[src/b64ld_pkg.sv]
// Shared types and constants for the lenient Base64 decoder.
package b64ld_pkg;

  localparam logic [6:0] SEXTET_PAD  = 7'd64;
  localparam logic [6:0] SEXTET_SKIP = 7'd65;

  localparam logic [7:0] CHAR_PLUS  = 8'h2B;
  localparam logic [7:0] CHAR_MINUS = 8'h2D;
  localparam logic [7:0] CHAR_SLASH = 8'h2F;
  localparam logic [7:0] CHAR_UNDER = 8'h5F;
  localparam logic [7:0] CHAR_EQUAL = 8'h3D;

  typedef struct packed {
    logic [23:0] group_bits;
    logic [1:0]  n_res;
    logic        has_bytes;
    logic        eom;
  } burst_t;

  function automatic logic [6:0] sextet_of(input logic [7:0] ch);
    logic [6:0] s;
    s = SEXTET_SKIP;
    if (ch >= 8'h41 && ch <= 8'h5A) s = 7'(ch - 8'h41);
    else if (ch >= 8'h61 && ch <= 8'h7A) s = 7'(ch - 8'h61 + 8'd26);
    else if (ch >= 8'h30 && ch <= 8'h39) s = 7'(ch - 8'h30 + 8'd52);
    else if (ch == CHAR_PLUS || ch == CHAR_MINUS) s = 7'd62;
    else if (ch == CHAR_SLASH || ch == CHAR_UNDER) s = 7'd63;
    else if (ch == CHAR_EQUAL) s = SEXTET_PAD;
    return s;
  endfunction

endpackage

[src/b64ld_if.sv]
// Stream interfaces for the character input and the decoded result channel.
interface b64ld_in_if;
  logic       valid;
  logic       ready;
  logic [7:0] text_char;
  logic       final_char;
  modport source (output valid, output text_char, output final_char, input ready);
  modport sink   (input valid, input text_char, input final_char, output ready);
endinterface

interface b64ld_out_if;
  logic       valid;
  logic       ready;
  logic [7:0] data_byte;
  logic       byte_valid;
  logic       run_end;
  logic       end_of_message;
  modport source (output valid, output data_byte, output byte_valid, output run_end,
                  output end_of_message, input ready);
  modport sink   (input valid, input data_byte, input byte_valid, input run_end,
                  input end_of_message, output ready);
endinterface

[src/b64ld_group.sv]
// Sextet gathering state and group decode for one accepted character word.
module b64ld_group
  import b64ld_pkg::*;
(
  input  logic       clk,
  input  logic       rst_n,
  input  logic       load,
  input  logic [7:0] text_char,
  input  logic       final_char,
  output burst_t     burst
);

  logic [23:0] acc_r, acc_nxt;
  logic [1:0]  cnt_r, cnt_nxt;
  logic [2:0]  pad_r, pad_nxt;

  logic [6:0]  s;
  logic        sym, is_pad;
  logic [23:0] acc1, flush_acc, emit_acc;
  logic [2:0]  pad1, emit_pad;
  logic [2:0]  cnt1;
  logic        full, flush, emit;
  logic [1:0]  nbytes;

  always_comb begin
    s      = sextet_of(text_char);
    sym    = (s != SEXTET_SKIP);
    is_pad = (s == SEXTET_PAD);
    acc1   = sym ? {acc_r[17:0], (is_pad ? 6'd0 : s[5:0])} : acc_r;
    pad1   = pad_r + {2'd0, sym && is_pad};
    cnt1   = {1'b0, cnt_r} + {2'd0, sym};
    full   = (cnt1 == 3'd4);
    flush  = final_char && !full && (cnt1 != 3'd0);

    unique case (cnt1[1:0])
      2'd1:    flush_acc = {acc1[5:0], 18'd0};
      2'd2:    flush_acc = {acc1[11:0], 12'd0};
      2'd3:    flush_acc = {acc1[17:0], 6'd0};
      default: flush_acc = acc1;
    endcase

    emit     = full || flush;
    emit_acc = full ? acc1 : flush_acc;
    emit_pad = full ? pad1 : 3'(pad1 + (3'd4 - cnt1));
    nbytes   = (emit && emit_pad < 3'd3) ? 2'(3'd3 - emit_pad) : 2'd0;

    burst.group_bits = emit_acc;
    burst.has_bytes  = (nbytes != 2'd0);
    burst.eom        = final_char;
    burst.n_res      = (final_char && nbytes == 2'd0) ? 2'd1 : nbytes;

    if (full || final_char) begin
      acc_nxt = 24'd0;
      cnt_nxt = 2'd0;
      pad_nxt = 3'd0;
    end else begin
      acc_nxt = acc1;
      cnt_nxt = cnt1[1:0];
      pad_nxt = pad1;
    end
  end

  always_ff @(posedge clk) begin
    if (!rst_n) begin
      acc_r <= 24'd0;
      cnt_r <= 2'd0;
      pad_r <= 3'd0;
    end else if (load) begin
      acc_r <= acc_nxt;
      cnt_r <= cnt_nxt;
      pad_r <= pad_nxt;
    end
  end

endmodule

[src/b64ld_serializer.sv]
// Result register that hands out the words of one decoded group in order.
module b64ld_serializer
  import b64ld_pkg::*;
(
  input  logic   clk,
  input  logic   rst_n,
  input  logic   load,
  input  burst_t burst,
  output logic   can_load,
  b64ld_out_if.source out_ch
);

  logic [23:0] bits_r;
  logic [1:0]  rem_r, idx_r;
  logic        has_r, eom_r;
  logic        pop, take;

  assign pop      = out_ch.valid && out_ch.ready;
  assign can_load = (rem_r == 2'd0) || (pop && rem_r == 2'd1);
  assign take     = load && (burst.n_res != 2'd0);

  always_comb begin
    out_ch.valid          = (rem_r != 2'd0);
    out_ch.byte_valid     = has_r;
    out_ch.run_end        = (rem_r == 2'd1);
    out_ch.end_of_message = eom_r && (rem_r == 2'd1);
    case (idx_r)
      2'd0:    out_ch.data_byte = bits_r[23:16];
      2'd1:    out_ch.data_byte = bits_r[15:8];
      2'd2:    out_ch.data_byte = bits_r[7:0];
      default: out_ch.data_byte = 8'd0;
    endcase
    if (!has_r) out_ch.data_byte = 8'd0;
  end

  always_ff @(posedge clk) begin
    if (!rst_n) begin
      rem_r <= 2'd0;
      idx_r <= 2'd0;
      has_r <= 1'b0;
      eom_r <= 1'b0;
    end else if (take) begin
      rem_r <= burst.n_res;
      idx_r <= 2'd0;
      has_r <= burst.has_bytes;
      eom_r <= burst.eom;
    end else if (pop) begin
      rem_r <= rem_r - 2'd1;
      idx_r <= idx_r + 2'd1;
    end
  end

  always_ff @(posedge clk) begin
    if (take) bits_r <= burst.group_bits;
  end

endmodule

[src/base64_lenient_decoder.sv]
// Top level of the lenient Base64 decoder.
// Accepts one character word per cycle while ready, standard or URL-safe
// alphabet, skipping any other byte. A completed or flushed group yields up to
// three result words from the result register, one per cycle while the output
// is ready; a character word is accepted in the same cycle as the last word of
// the previous group leaves, so characters giving at most one word then flow at
// one per cycle, and a three-byte group holds the input until its words leave.
// A final character always yields at least one word, marked end_of_message.
module base64_lenient_decoder
  import b64ld_pkg::*;
(
  input  logic clk,
  input  logic rst_n,
  b64ld_in_if.sink    in_ch,
  b64ld_out_if.source out_ch
);

  burst_t burst;
  logic   can_load;
  logic   accept;

  assign in_ch.ready = can_load;
  assign accept      = in_ch.valid && can_load;

  b64ld_group u_group (
    .clk        (clk),
    .rst_n      (rst_n),
    .load       (accept),
    .text_char  (in_ch.text_char),
    .final_char (in_ch.final_char),
    .burst      (burst)
  );

  b64ld_serializer u_ser (
    .clk      (clk),
    .rst_n    (rst_n),
    .load     (accept),
    .burst    (burst),
    .can_load (can_load),
    .out_ch   (out_ch)
  );

endmodule

[src/flat_wrapper.sv]
// flat-port wrapper written by rule: the top's interface ports become plain ports
module base64_lenient_decoder_flat import b64ld_pkg::*;
  (clk, rst_n, in_ch_valid, in_ch_text_char, in_ch_final_char, in_ch_ready, out_ch_valid, out_ch_data_byte, out_ch_byte_valid, out_ch_run_end, out_ch_end_of_message, out_ch_ready);
  b64ld_in_if in_ch_i ();
  b64ld_out_if out_ch_i ();
  input  logic clk;
  input  logic rst_n;
  input wire logic [$bits(in_ch_i.valid)-1:0] in_ch_valid;
  input wire logic [$bits(in_ch_i.text_char)-1:0] in_ch_text_char;
  input wire logic [$bits(in_ch_i.final_char)-1:0] in_ch_final_char;
  output wire logic [$bits(in_ch_i.ready)-1:0] in_ch_ready;
  output wire logic [$bits(out_ch_i.valid)-1:0] out_ch_valid;
  output wire logic [$bits(out_ch_i.data_byte)-1:0] out_ch_data_byte;
  output wire logic [$bits(out_ch_i.byte_valid)-1:0] out_ch_byte_valid;
  output wire logic [$bits(out_ch_i.run_end)-1:0] out_ch_run_end;
  output wire logic [$bits(out_ch_i.end_of_message)-1:0] out_ch_end_of_message;
  input wire logic [$bits(out_ch_i.ready)-1:0] out_ch_ready;
  assign in_ch_i.valid = in_ch_valid;
  assign in_ch_i.text_char = in_ch_text_char;
  assign in_ch_i.final_char = in_ch_final_char;
  assign in_ch_ready = in_ch_i.ready;
  assign out_ch_valid = out_ch_i.valid;
  assign out_ch_data_byte = out_ch_i.data_byte;
  assign out_ch_byte_valid = out_ch_i.byte_valid;
  assign out_ch_run_end = out_ch_i.run_end;
  assign out_ch_end_of_message = out_ch_i.end_of_message;
  assign out_ch_i.ready = out_ch_ready;
  base64_lenient_decoder u_core (.clk(clk), .rst_n(rst_n), .in_ch(in_ch_i), .out_ch(out_ch_i));
endmodule
[config.mk]
export PLATFORM = sky130hd
export DESIGN_NAME = base64_lenient_decoder_flat
export DESIGN_NICKNAME = d
export VERILOG_FILES = /design/src/b64ld_pkg.sv /design/src/b64ld_if.sv /design/src/b64ld_group.sv /design/src/b64ld_serializer.sv /design/src/base64_lenient_decoder.sv /design/src/flat_wrapper.sv
export SDC_FILE = /design/constraint.sdc
export NUM_CORES = 1
export LEC_CHECK = 0
export BUFFER_PORTS_ARGS = -buffer_cell sky130_fd_sc_hd__buf_2
export CAP_MARGIN = 20
export CORE_UTILIZATION = 43
export DETAILED_ROUTE_END_ITERATION = 16
export GPL_TIMING_DRIVEN = 0
export PLACE_DENSITY_LB_ADDON = 0.08
export SLEW_MARGIN = 5
export SYNTH_ARGS = -nofsm -noshare
export SYNTH_HDL_FRONTEND = slang
export SYNTH_SLANG_ARGS = --single-unit
[constraint.sdc]
create_clock -name clk -period 5.2 [get_ports clk]
set_input_delay 0 -clock clk [delete_from_list [all_inputs] [get_ports clk]]
set_output_delay 0 -clock clk [all_outputs]
set_load 0.01 [all_outputs]
* Word-level counts from Yosys, hierarchy flattened
Index checks and enable logic that the tools add are counted.
** Word-level totals
- Bits in registers :: 59
- Bits in latches :: 0
- Bits in writable memories :: 0
- Memory bits (read-only) :: 0
- Output and inout bits :: 13
- Memories kept :: 0
** Cells by class
- $add $sub $neg :: 12
- Multiply operators :: 0
- Div/mod/pow operators :: 0
- $lt $le $gt $ge :: 7
- Eq/ne operators :: 14
- Shifts and indexed selects :: 0
- Multiplexer cells :: 20
- Bitwise gates (word level) :: 1
- Reduce and logical (&&, ||, !) cells :: 28
** Operators by type and width (number)
- $mux W24 :: 3
- $pmux W24 S3 :: 1
- $mux W7 :: 5
- $eq A8 B6 Y1 const B :: 4
- $pmux W8 S3 :: 1
- $ge A8 B7 Y1 const B :: 2
- $le A8 B7 Y1 const B :: 2
- $sub A7 B7 Y7 const B :: 2
- $logic_and A1 B1 Y1 :: 13
- $mux W2 :: 5
- $eq A8 B7 Y1 const B :: 1
- $ge A8 B6 Y1 const B :: 1
- $le A8 B6 Y1 const B :: 1
- $mux W8 :: 1
- $reduce_bool A2 Y1 :: 4
- $add A7 B5 Y7 const B :: 1
- $add A7 B6 Y7 const B :: 1
- $eq A7 B7 Y1 const B :: 1
- $ne A7 B7 Y1 const B :: 1
- $sub A7 B6 Y7 const B :: 1
- $eq A2 B1 Y1 const B :: 3
- $eq A2 B2 Y1 const B :: 3
- $logic_not A2 Y1 :: 3
- $mux W3 :: 2
- other kinds (16) :: 20

* Longest topological paths before layout
Gate-level depths: netlist of the first run.
- Depth after elaboration :: 22
- Gate-level depth with buffers :: 25

* Modules after synthesis
Synthesis of the first run repeated with hierarchy kept, for this count alone.
** Second synthesis, totals
- Cell total of the unflattened synthesis :: 443
- Area total of the unflattened synthesis :: 4022.6 um^2
** Modules (own cells, without submodules)
- b64ld_group :: times used 1, cells each 357, area an instance 2788.9 um^2, sequential area each 580.6 um^2
- b64ld_serializer :: times used 1, cells each 85, area an instance 1227.4 um^2, sequential area each 840.8 um^2
- base64_lenient_decoder :: times used 1, cells each 1, area an instance 6.3 um^2, sequential area each 0.0 um^2

* Worst setup path after synthesis of the first run
OpenSTA, ideal clock, no wires.
- Kind :: input-to-reg
- From :: in in_ch_text_char[3]
- To :: reg u_core.u_ser.rem_r[0]
- Setup time :: 0.122 ns
- Data arrival time :: 4.299 ns
- Required time :: 5.078 ns
- Slack :: 0.779 ns
- Cell stages on the path :: 20
- Buffers on the path :: 2
- Cell sequence :: buf_2 > inv_1 > ha_1 > nand2_1 > o311ai_2 > a211oi_2 > nor3_2 > and3_1 > buf_6 > inv_4 > ha_1 > ha_1 > nor2_1 > nand2_1 > a211oi_1 > nor2_1 > nor2_1 > a21oi_1 > a311oi_1 > nor2_1
** On the way
- Cells in the longest elaborated chain, start to end :: 22
- Elaborated cells on any way between the ends :: 52
- Those cells by class :: 10 x add/sub; 7 x order compare; 8 x eq/ne; 10 x mux; 17 x reduce/logical
** Ends and longest elaborated chain
- start, declared :: line flat_wrapper.sv:9 : input wire logic [$bits(in_ch_i.text_char)-1:0] in_ch_text_char;
- parallel branches: the longest is 6 deep, another holds $sub A7 B6 Y7
- $mux W7 (*) :: line b64ld_pkg.sv:23 : if (ch >= 8'h41 && ch <= 8'h5A) s = 7'(ch - 8'h41);
- parallel branches: the longest is 8 deep, another holds $add A2 B1 Y3
- $mux W2 (*) :: line b64ld_group.sv:45 : nbytes = (emit && emit_pad < 3'd3) ? 2'(3'd3 - emit_pad) : 2'd0;
- $logic_not A2 Y1 :: line b64ld_group.sv:50 : burst.n_res = (final_char && nbytes == 2'd0) ? 2'd1 : nbytes;
- $logic_and A1 B1 Y1 :: line b64ld_group.sv:50
- $mux W2 (*) :: line b64ld_group.sv:50
- $reduce_bool A2 Y1 (*) :: line b64ld_serializer.sv:20 : assign take = load && (burst.n_res != 2'd0);
- $logic_and A1 B1 Y1 (*) :: line b64ld_serializer.sv:20
- via u_core.u_ser.take :: line b64ld_serializer.sv:16 : logic pop, take;
- $mux W2 or $reduce_bool A2 Y1 (tied branches)
- end signal, assigned :: line b64ld_serializer.sv:43 : rem_r <= burst.n_res;
- end signal, assigned :: line b64ld_serializer.sv:48 : rem_r <= rem_r - 2'd1;
- end, declared :: line b64ld_serializer.sv:14 : logic [1:0] rem_r, idx_r;
Mark *: on every way through the listed nets, which the timed path passes.
A chain may end at the register's enable or synchronous reset.

* Final worst setup path of the first run
- From :: in in_ch_text_char[1]
- To :: reg u_core.u_ser.rem_r[0]
** On the way
- Cells in the longest elaborated chain, start to end :: 22
- Elaborated cells on any way between the ends :: 52
- Those cells by class :: 10 x add/sub; 7 x order compare; 8 x eq/ne; 10 x mux; 17 x reduce/logical
** Ends and longest elaborated chain (line)
- parallel branches: the longest is 6 deep, another holds $sub A7 B6 Y7
- $mux W7 (*) :: b64ld_pkg.sv:23
- parallel branches: the longest is 8 deep, another holds $add A2 B1 Y3
- $mux W2 (*) :: b64ld_group.sv:45
- $logic_not A2 Y1 :: b64ld_group.sv:50
- $logic_and A1 B1 Y1 :: b64ld_group.sv:50
- $mux W2 (*) :: b64ld_group.sv:50
- $reduce_bool A2 Y1 :: b64ld_serializer.sv:20
- $logic_and A1 B1 Y1 :: b64ld_serializer.sv:20
- $mux W2 or $reduce_bool A2 Y1 (tied branches)
Every way passes the cells marked *.

==> results of run 1 <==
## per-layer routing
metal | wire length [um] | GRT usage, % | up-vias
li1 | - | - | 1622
met1 | 4600 | 32.0 | 1609
met2 | 4540 | 37.1 | 131
met3 | 663 | 5.45 | 19
met4 | 248 | 8.33 | 0
met5 | 0 | 0 | -
## per-stage QoR
stage          hold WS [ns]  area (um2)  setup TNS [ns]  utilization, %
2_1_floorplan         0.128        3780               0               -
3_3_place_gp          0.342        4030           -5.33            48.3
5_1_grt               0.166        4290               0            51.5
6_report              0.129        4290               0            51.5
4_1_cts               0.100        4300               0            51.5
3_5_place_dp          0.349        4050               0            48.5
## critical path: cells and delay by family
kind	cells	cell delay, ns
xor+xnor	3	0.39
simple gates	6	0.87
compound gates	4	0.98
fa+ha+maj	5	1.43
buf+inv	6	1.21
## flip-flops by register name (all words and copies together), names as in the netlist
name,flops
u_core.u_group.pad_r,3
u_core.u_ser.rem_r,2
u_core.u_ser.idx_r,2
u_core.u_ser.bits_r,24
u_core.u_group.acc_r,24
u_core.u_ser.eom_r,1
u_core.u_group.cnt_r,2
u_core.u_ser.out_ch.byte_valid,1
## layout make-up
type	count	area, um2	area share, %
multi-input combinational	310	2140	49.9
buffer	26	141	3.29
tap	105	131	3.06
sequential	59	1420	33.1
clock inverter	7	115	2.68
inverter	19	73.8	1.72
timing repair buffer	26	145	3.38
clock buffer	9	124	2.88
## logic make-up (layout without fill, tap and decap cells)
kind of cell | Yosys count | count (layout) | share of synthesized area (%)
buf+inv | 46 | 87 | 5.79
fa+ha+maj | 21 | 21 | 6.95
flops | 59 | 59 | 37.6
mux | 11 | 11 | 2.95
compound gates | 121 | 121 | 24.4
simple gates | 144 | 144 | 19.1
xor+xnor | 13 | 13 | 3.21
## synthesized netlist by cell type, drive strengths merged, types with 6 or more instances
library cell  count
a211oi            6
a22o             18
edfxtp           24
nor3              8
inv              19
and3              7
ha               21
nor2b            10
o21ai            19
xnor2            10
mux2i            10
a222oi            8
clkbuf           15
a21oi            21
dfxtp            35
nand3            15
nor2             33
buf              12
and2             10
nand2            41
## worst max-delay path by stage
stage,start,to,cells after the start
3_3_place_gp,in_ch_text_char[3],u_core.u_ser.rem_r[0],21
5_1_grt,in_ch_text_char[1],u_core.u_ser.rem_r[0],24
2_1_floorplan,in_ch_text_char[3],u_core.u_ser.rem_r[0],20
3_5_place_dp,in_ch_text_char[3],u_core.u_ser.rem_r[0],26
6_report,in_ch_text_char[1],u_core.u_ser.rem_r[0],24
4_1_cts,in_ch_text_char[1],u_core.u_ser.rem_r[0],25
## what timing repair did
action / in CTS / in global routing
hold buffers: 1 / 0
hold endpoints to repair: 5 / 0
setup endpoints to repair: 0 / 1
gates resized for setup: 0 / 0
## where the power goes
part / switching (mW) / internal [mW] / total, mW
Sequential: 0.00951 / 0.504 / 0.514
Clock: 0.190 / 0.317 / 0.507
Combinational: 0.172 / 0.0947 / 0.267
Total: 0.372 / 0.916 / 1.29
==> flow_summary_export.csv, run 1 <==
group,metric,value,unit
die,design.die.area,9170,um2
route,drt_iter0_markers,294,
power,power,1.29,mW
global_routing,grt_first_pass_wirelength,16.2,mm
clock_network,cts_buffers,9,
power,power_density,300,nW/um2
final_layout,instances_no_fill,561,
logic_synthesis,syn_area_per_cell,9.11,um2
logic_synthesis,ys_async_sr_fraction,0,%
power,leakage,1.70,nW
critical_path,cp.arrival,4.90,ns
critical_path,r2r-end,"u_core.u_ser.rem_r[0]",
critical_path,slowest_stage,"clkbuf_1",
sta,max_slew_margin,46.3,%
clock_network,clock-sinks,59,
final_layout,nFillCells,794,
final_layout,area_delta_synth_final,13.6,%
logic_synthesis,syn_nets,449,
outcome,status,"completed",
critical_path,worst-setup-path-type,"input port to register",
placement,gp_congestion,0.893,
placement,post-place-ws,0.138,ns
worst_hold_path,worstHoldPathType,"input port to register",
logic_synthesis,yosysWarnings,0,
sta,finalHoldViolCount,0,
sta,rsz0062_at_grt,"false",
sta,setup_viol,0,
run,max-cap-violations,0,
clock_network,clk_pin_slew,0.06,ns
final_layout,layout_common_cells,"41 x nand2_1, 35 x dfxtp_1, 32 x nor2_1",
logic_synthesis,ys_seq_elements,59,
critical_path,worst_path_largest_cell_delay,0.47,ns
global_routing,grt_pass1_vias,3137,
route,wl,10.0,mm
route,drc,0,
clock_network,cts_tree,"done",
critical_path,path_max_fanout,11,
logic_synthesis,synth_area,3780,um2
logic_synthesis,synth_cell_types,68,
sta,setup_slack,0.525,ns
logic_synthesis,yosysTopAreaCellShare,19.1,%
critical_path,cp_common_cell,"ha_1",
die,dieHeight,95.8,um
placement,io_buffers,24,
die,initial_core_util,45.3,%
logic_synthesis,synth_edf_count,24,
clock_network,clock-root-buffer,"clkbuf_8",
critical_path,end_kind,"register",
sta,tightestPinTransition,0.797,ns
global_routing,grt_max_degree,16,
global_routing,grt_overflow,0,
route,drt_first_pass_iters,7,
sta,slew_viol_final,0,
worst_hold_path,worstHoldEndpoint,"u_core.u_ser.eom_r",
clock_network,cts_setup_buffers,0,
critical_path,crit_chain,"buf_2 -> inv_1 -> ha_1 -> nand2_1 -> o311ai_2 -> a211oi_2 -> nor3_2 -> and3_1 -> buf_6 -> inv_4 -> ha_1 -> ha_1 -> inv_1 -> clkbuf_1 -> ha_1 -> ha_1 -> xnor2_1 -> xnor2_1 -> xnor2_1 -> a41o_1 -> nand2_1 -> nor2_1 -> a311oi_1 -> nor2_1",
logic_synthesis,netlist_instances,415,
sta,fmax,214,MHz
route,num_vias,3381,
clock_network,clock_path_buffers,2,
final_layout,layout_commonest_cell,"nand2_1",
final_layout,antennaDiodeCount,0,
logic_synthesis,synth-seq-area-share,37.6,%
placement,hpwl,7.31,mm
placement,place_inst,545,
power,ir_drop,0.184,mV
clock_network,clk_latency,0.34,ns
die,core.rowCount,33,
worst_hold_path,hp-start,"in_ch_final_char",
sta,min_period_over_period,89.9,%
sta,finClkSkew,0.0134,ns
logic_synthesis,synthTopCellsByArea,"edfxtp_1 19%, dfxtp_1 19%, ha_1 7.0%",
worst_hold_path,hold_depth,3,
route,antenna_left,0,
final_layout,nets,485,
logic_synthesis,ys.flop_type,"dfxtp_1",
sta,timing.final.crit_period,4.68,ns
die,core,8340,um2
clock_network,htree_levels,3,
die,die_x,95.8,um
global_routing,grt_antenna_before_repair,0,
logic_synthesis,yosys.area.top_type,"edfxtp_1",
route,vias_per_cell,6.03,
global_routing,grt_usage,23.7,%
critical_path,r2r_cells,14,
route,wl_per_cell,17.9,um
critical_path,cp-start-kind,"input port",
die,num_io_pins,26,
critical_path,r2r-start,"u_core.u_group.cnt_r[0]",
critical_path,rrSetupSlack,1.81,ns
critical_path,crit_required,5.42,ns
final_layout,layout-drive-gt1-share,14.5,%
(Power assumes the default switching activity.)
==> inputs of run 2 (changes only) <==
Settings changed: ABC_AREA set to 1, PLACE_DENSITY_LB_ADDON 0.08 to unset.
==> flow_summary_export.csv, run 2 <==
group,metric,value,unit
final_layout,nFillCells,901,
global_routing,grt_max_degree,29,
worst_hold_path,hp-start,"out_ch_ready",
logic_synthesis,ys.flop_type,"dfxtp_1",
critical_path,path_max_fanout,24,
logic_synthesis,synth-seq-area-share,35.2,%
route,drt_iter0_markers,340,
sta,rsz0062_at_grt,"false",
logic_synthesis,yosysTopAreaCellShare,17.9,%
placement,io_buffers,24,
critical_path,cp-start-kind,"input port",
clock_network,clock-sinks,59,
logic_synthesis,synth_edf_count,24,
power,seqPwrFrac,37.0,%
sta,finalSetupTns,0,ns
critical_path,cp.arrival,4.67,ns
critical_path,end_kind,"register",
power,comb_power_share,38.2,%
logic_synthesis,yosysWarnings,0,
final_layout,post-route-util,50.8,%
sta,tightestPinTransition,0.864,ns
route,vias_per_cell,5.36,
run,max-cap-violations,0,
die,dieHeight,98.9,um
critical_path,crit_required,5.25,ns
final_layout,antennaDiodeCount,0,
worst_hold_path,worstHoldPathType,"input port to register",
placement,place_inst,716,
logic_synthesis,syn_nets,618,
logic_synthesis,netlist_instances,584,
global_routing,grt_antenna_before_repair,0,
die,die_x,98.9,um
global_routing,grt_first_pass_wirelength,17.4,mm
global_routing,grt_pass1_vias,3703,
clock_network,cts_buffers,9,
final_layout,reg_top3,"u_core.u_group.acc_r x24, u_core.u_ser.bits_r x24, u_core.u_group.pad_r x3",
placement,hpwl,7.77,mm
die,core,8890,um2
final_layout,regArea,1420,um2
power,power,1.63,mW
logic_synthesis,yosys.area.top_type,"edfxtp_1",
route,drc,0,
global_routing,grt_usage,22.5,%
logic_synthesis,ys_seq_elements,59,
critical_path,worst-setup-path-type,"input port to register",
die,initial_core_util,45.4,%
sta,slew_viol_final,0,
die,num_io_pins,26,
final_layout,multi_input_area,2210,um2
logic_synthesis,synthTopCellsByArea,"edfxtp_1 18%, dfxtp_1 17%, nand2_1 15%",
sta,finClkSkew,0.00871,ns
power,internal_power,0.991,mW
final_layout,layout_commonest_cell,"nand2_1",
placement,gp_congestion,0.948,
clock_network,cts_tree,"done",
logic_synthesis,ys_async_sr_fraction,0,%
power,power_density,361,nW/um2
logic_synthesis,synth_cell_types,37,
route,antenna_left,0,
global_routing,grt_overflow,0,
power,switching_share,39.3,%
sta,fmax,216,MHz
route,num_vias,3933,
logic_synthesis,synth_area,4030,um2
final_layout,layout-drive-gt1-share,10.5,%
critical_path,r2r-start,"u_core.u_group.cnt_r[0]",
clock_network,clock-root-buffer,"clkbuf_8",
clock_network,clk_latency,0.34,ns
clock_network,clock_path_buffers,2,
final_layout,nets,655,
die,core.rowCount,34,
sta,finalHoldViolCount,0,
sta,setup_viol,0,
critical_path,crit_start,"in_ch_text_char[2]",
route,wl,10.3,mm
power,ir_drop,0.128,mV
power,pwr-share-clk,24.8,%
die,design.die.area,9770,um2
clock_network,htree_levels,3,
route,wl_per_cell,14.1,um
final_layout,instances_no_fill,734,
sta,min_period_over_period,89.0,%
final_layout,layout_common_cells,"163 x nand2_1, 90 x nand3_1, 70 x inv_1",
sta,timing.final.crit_period,4.63,ns
logic_synthesis,synthTopCellsByCount,"163 x nand2_1, 90 x nand3_1, 70 x inv_1",
route,drt_first_pass_iters,5,
final_layout,area_delta_synth_final,12.0,%
logic_synthesis,syn_area_per_cell,6.91,um2
outcome,status,"completed",
placement,post-place-ws,-0.174,ns
sta,max_slew_margin,42.2,%
logic_synthesis,synth_most_common_cell,"nand2_1",
sta,setup_slack,0.574,ns
power,switchingPower,0.641,mW
power,leakage,2.03,nW
clock_network,clk_pin_slew,0.07,ns
-- run 2: cell types whose count changed in the layout (fill, tap and decap cells not counted), moves of 13 or more --
cell     before  now
nand4_1       0   31
a22o_1       18    0
nand3_1      15   90
nand2_1      41  163
inv_1        18   70
a21oi_1      20   33
-- run 2: timing repair --
action / 4_1_cts / 5_1_grt
hold buffers: 1 / 0
buffers inserted: 0 / 0
gates resized for setup: 0 / 0
hold endpoints to repair: 2 / 0
-- run 2: worst paths after layout --
kind | slack [ns] | cells after the start | end
max reg2reg | 1.90 | 9 | u_core.u_ser.bits_r[21]
min reg2reg | 0.47 | 2 | u_core.u_group.acc_r[10]
min | 0.11 | 5 | u_core.u_ser.idx_r[0]
max | 0.57 | 22 | u_core.u_ser.bits_r[21]
-- run 2: power groups by stage --
stage | combinational, mW | clock [mW] | sequential (mW)
floorplan | 0.435 | 0 | 0.608
global placement | 0.598 | 0 | 0.615
detailed placement | 0.602 | 0 | 0.617
CTS | 0.606 | 0.417 | 0.607
global route | 0.702 | 0.438 | 0.612
finish | 0.624 | 0.405 | 0.604
-- run 2: area by class of cell --
| class | count | area share [%] |
|---|---|---|
| multi-input combinational | 423 | 48.8 |
| buffer | 25 | 2.60 |
| clock buffer | 9 | 2.74 |
| inverter | 77 | 6.40 |
| clock inverter | 7 | 1.52 |
| timing repair buffer | 26 | 3.49 |
| sequential | 59 | 31.5 |
| tap | 108 | 2.99 |
-- run 2: per-stage QoR --
stage,cell area (um2),hold WS (ns)
CTS,4490,0.0909
detailed placement,4290,0.266
global route,4520,0.183
floorplan,4030,0.122
global placement,4290,0.268
finish,4520,0.106
-- run 2: logic make-up after synthesis --
logic type | count (synthesis) | synth area share, %
simple gates | 330 | 36.9
compound gates | 60 | 8.65
buf+inv | 102 | 10.1
flops | 59 | 35.2
mux | 1 | 0.248
xor+xnor | 11 | 2.39
fa+ha+maj | 21 | 6.51
-- run 2: worst max-delay path: stages --
cell and delay (ns):
buf_2 0.15, inv_2 0.12, ha_1 0.24, nand2_1 0.09, a21oi_1 0.15, nand2_1 0.17
nand2_2 0.17, nand2_1 0.07, nand2_1 0.06, nand2_1 0.11, nor2_2 0.25, nand3_2 0.12
buf_2 0.22, ha_1 0.23, ha_1 0.33, nor2_1 0.69, nand2_1 0.30, o21ai_0 0.32
o21a_1 0.17, nand3b_1 0.19, nand2_1 0.30, buf_16 0.21
-- run 2: per-layer routing --
metal | global-route usage [%] | part of all wire [%] | vias up
met2 | 35.5 | 44 | 125
li1 | - | - | 2014
met1 | 29.9 | 47 | 1761
met3 | 4.61 | 6.1 | 33
met4 | 10.1 | 3.1 | 0
met5 | 0 | 0 | -
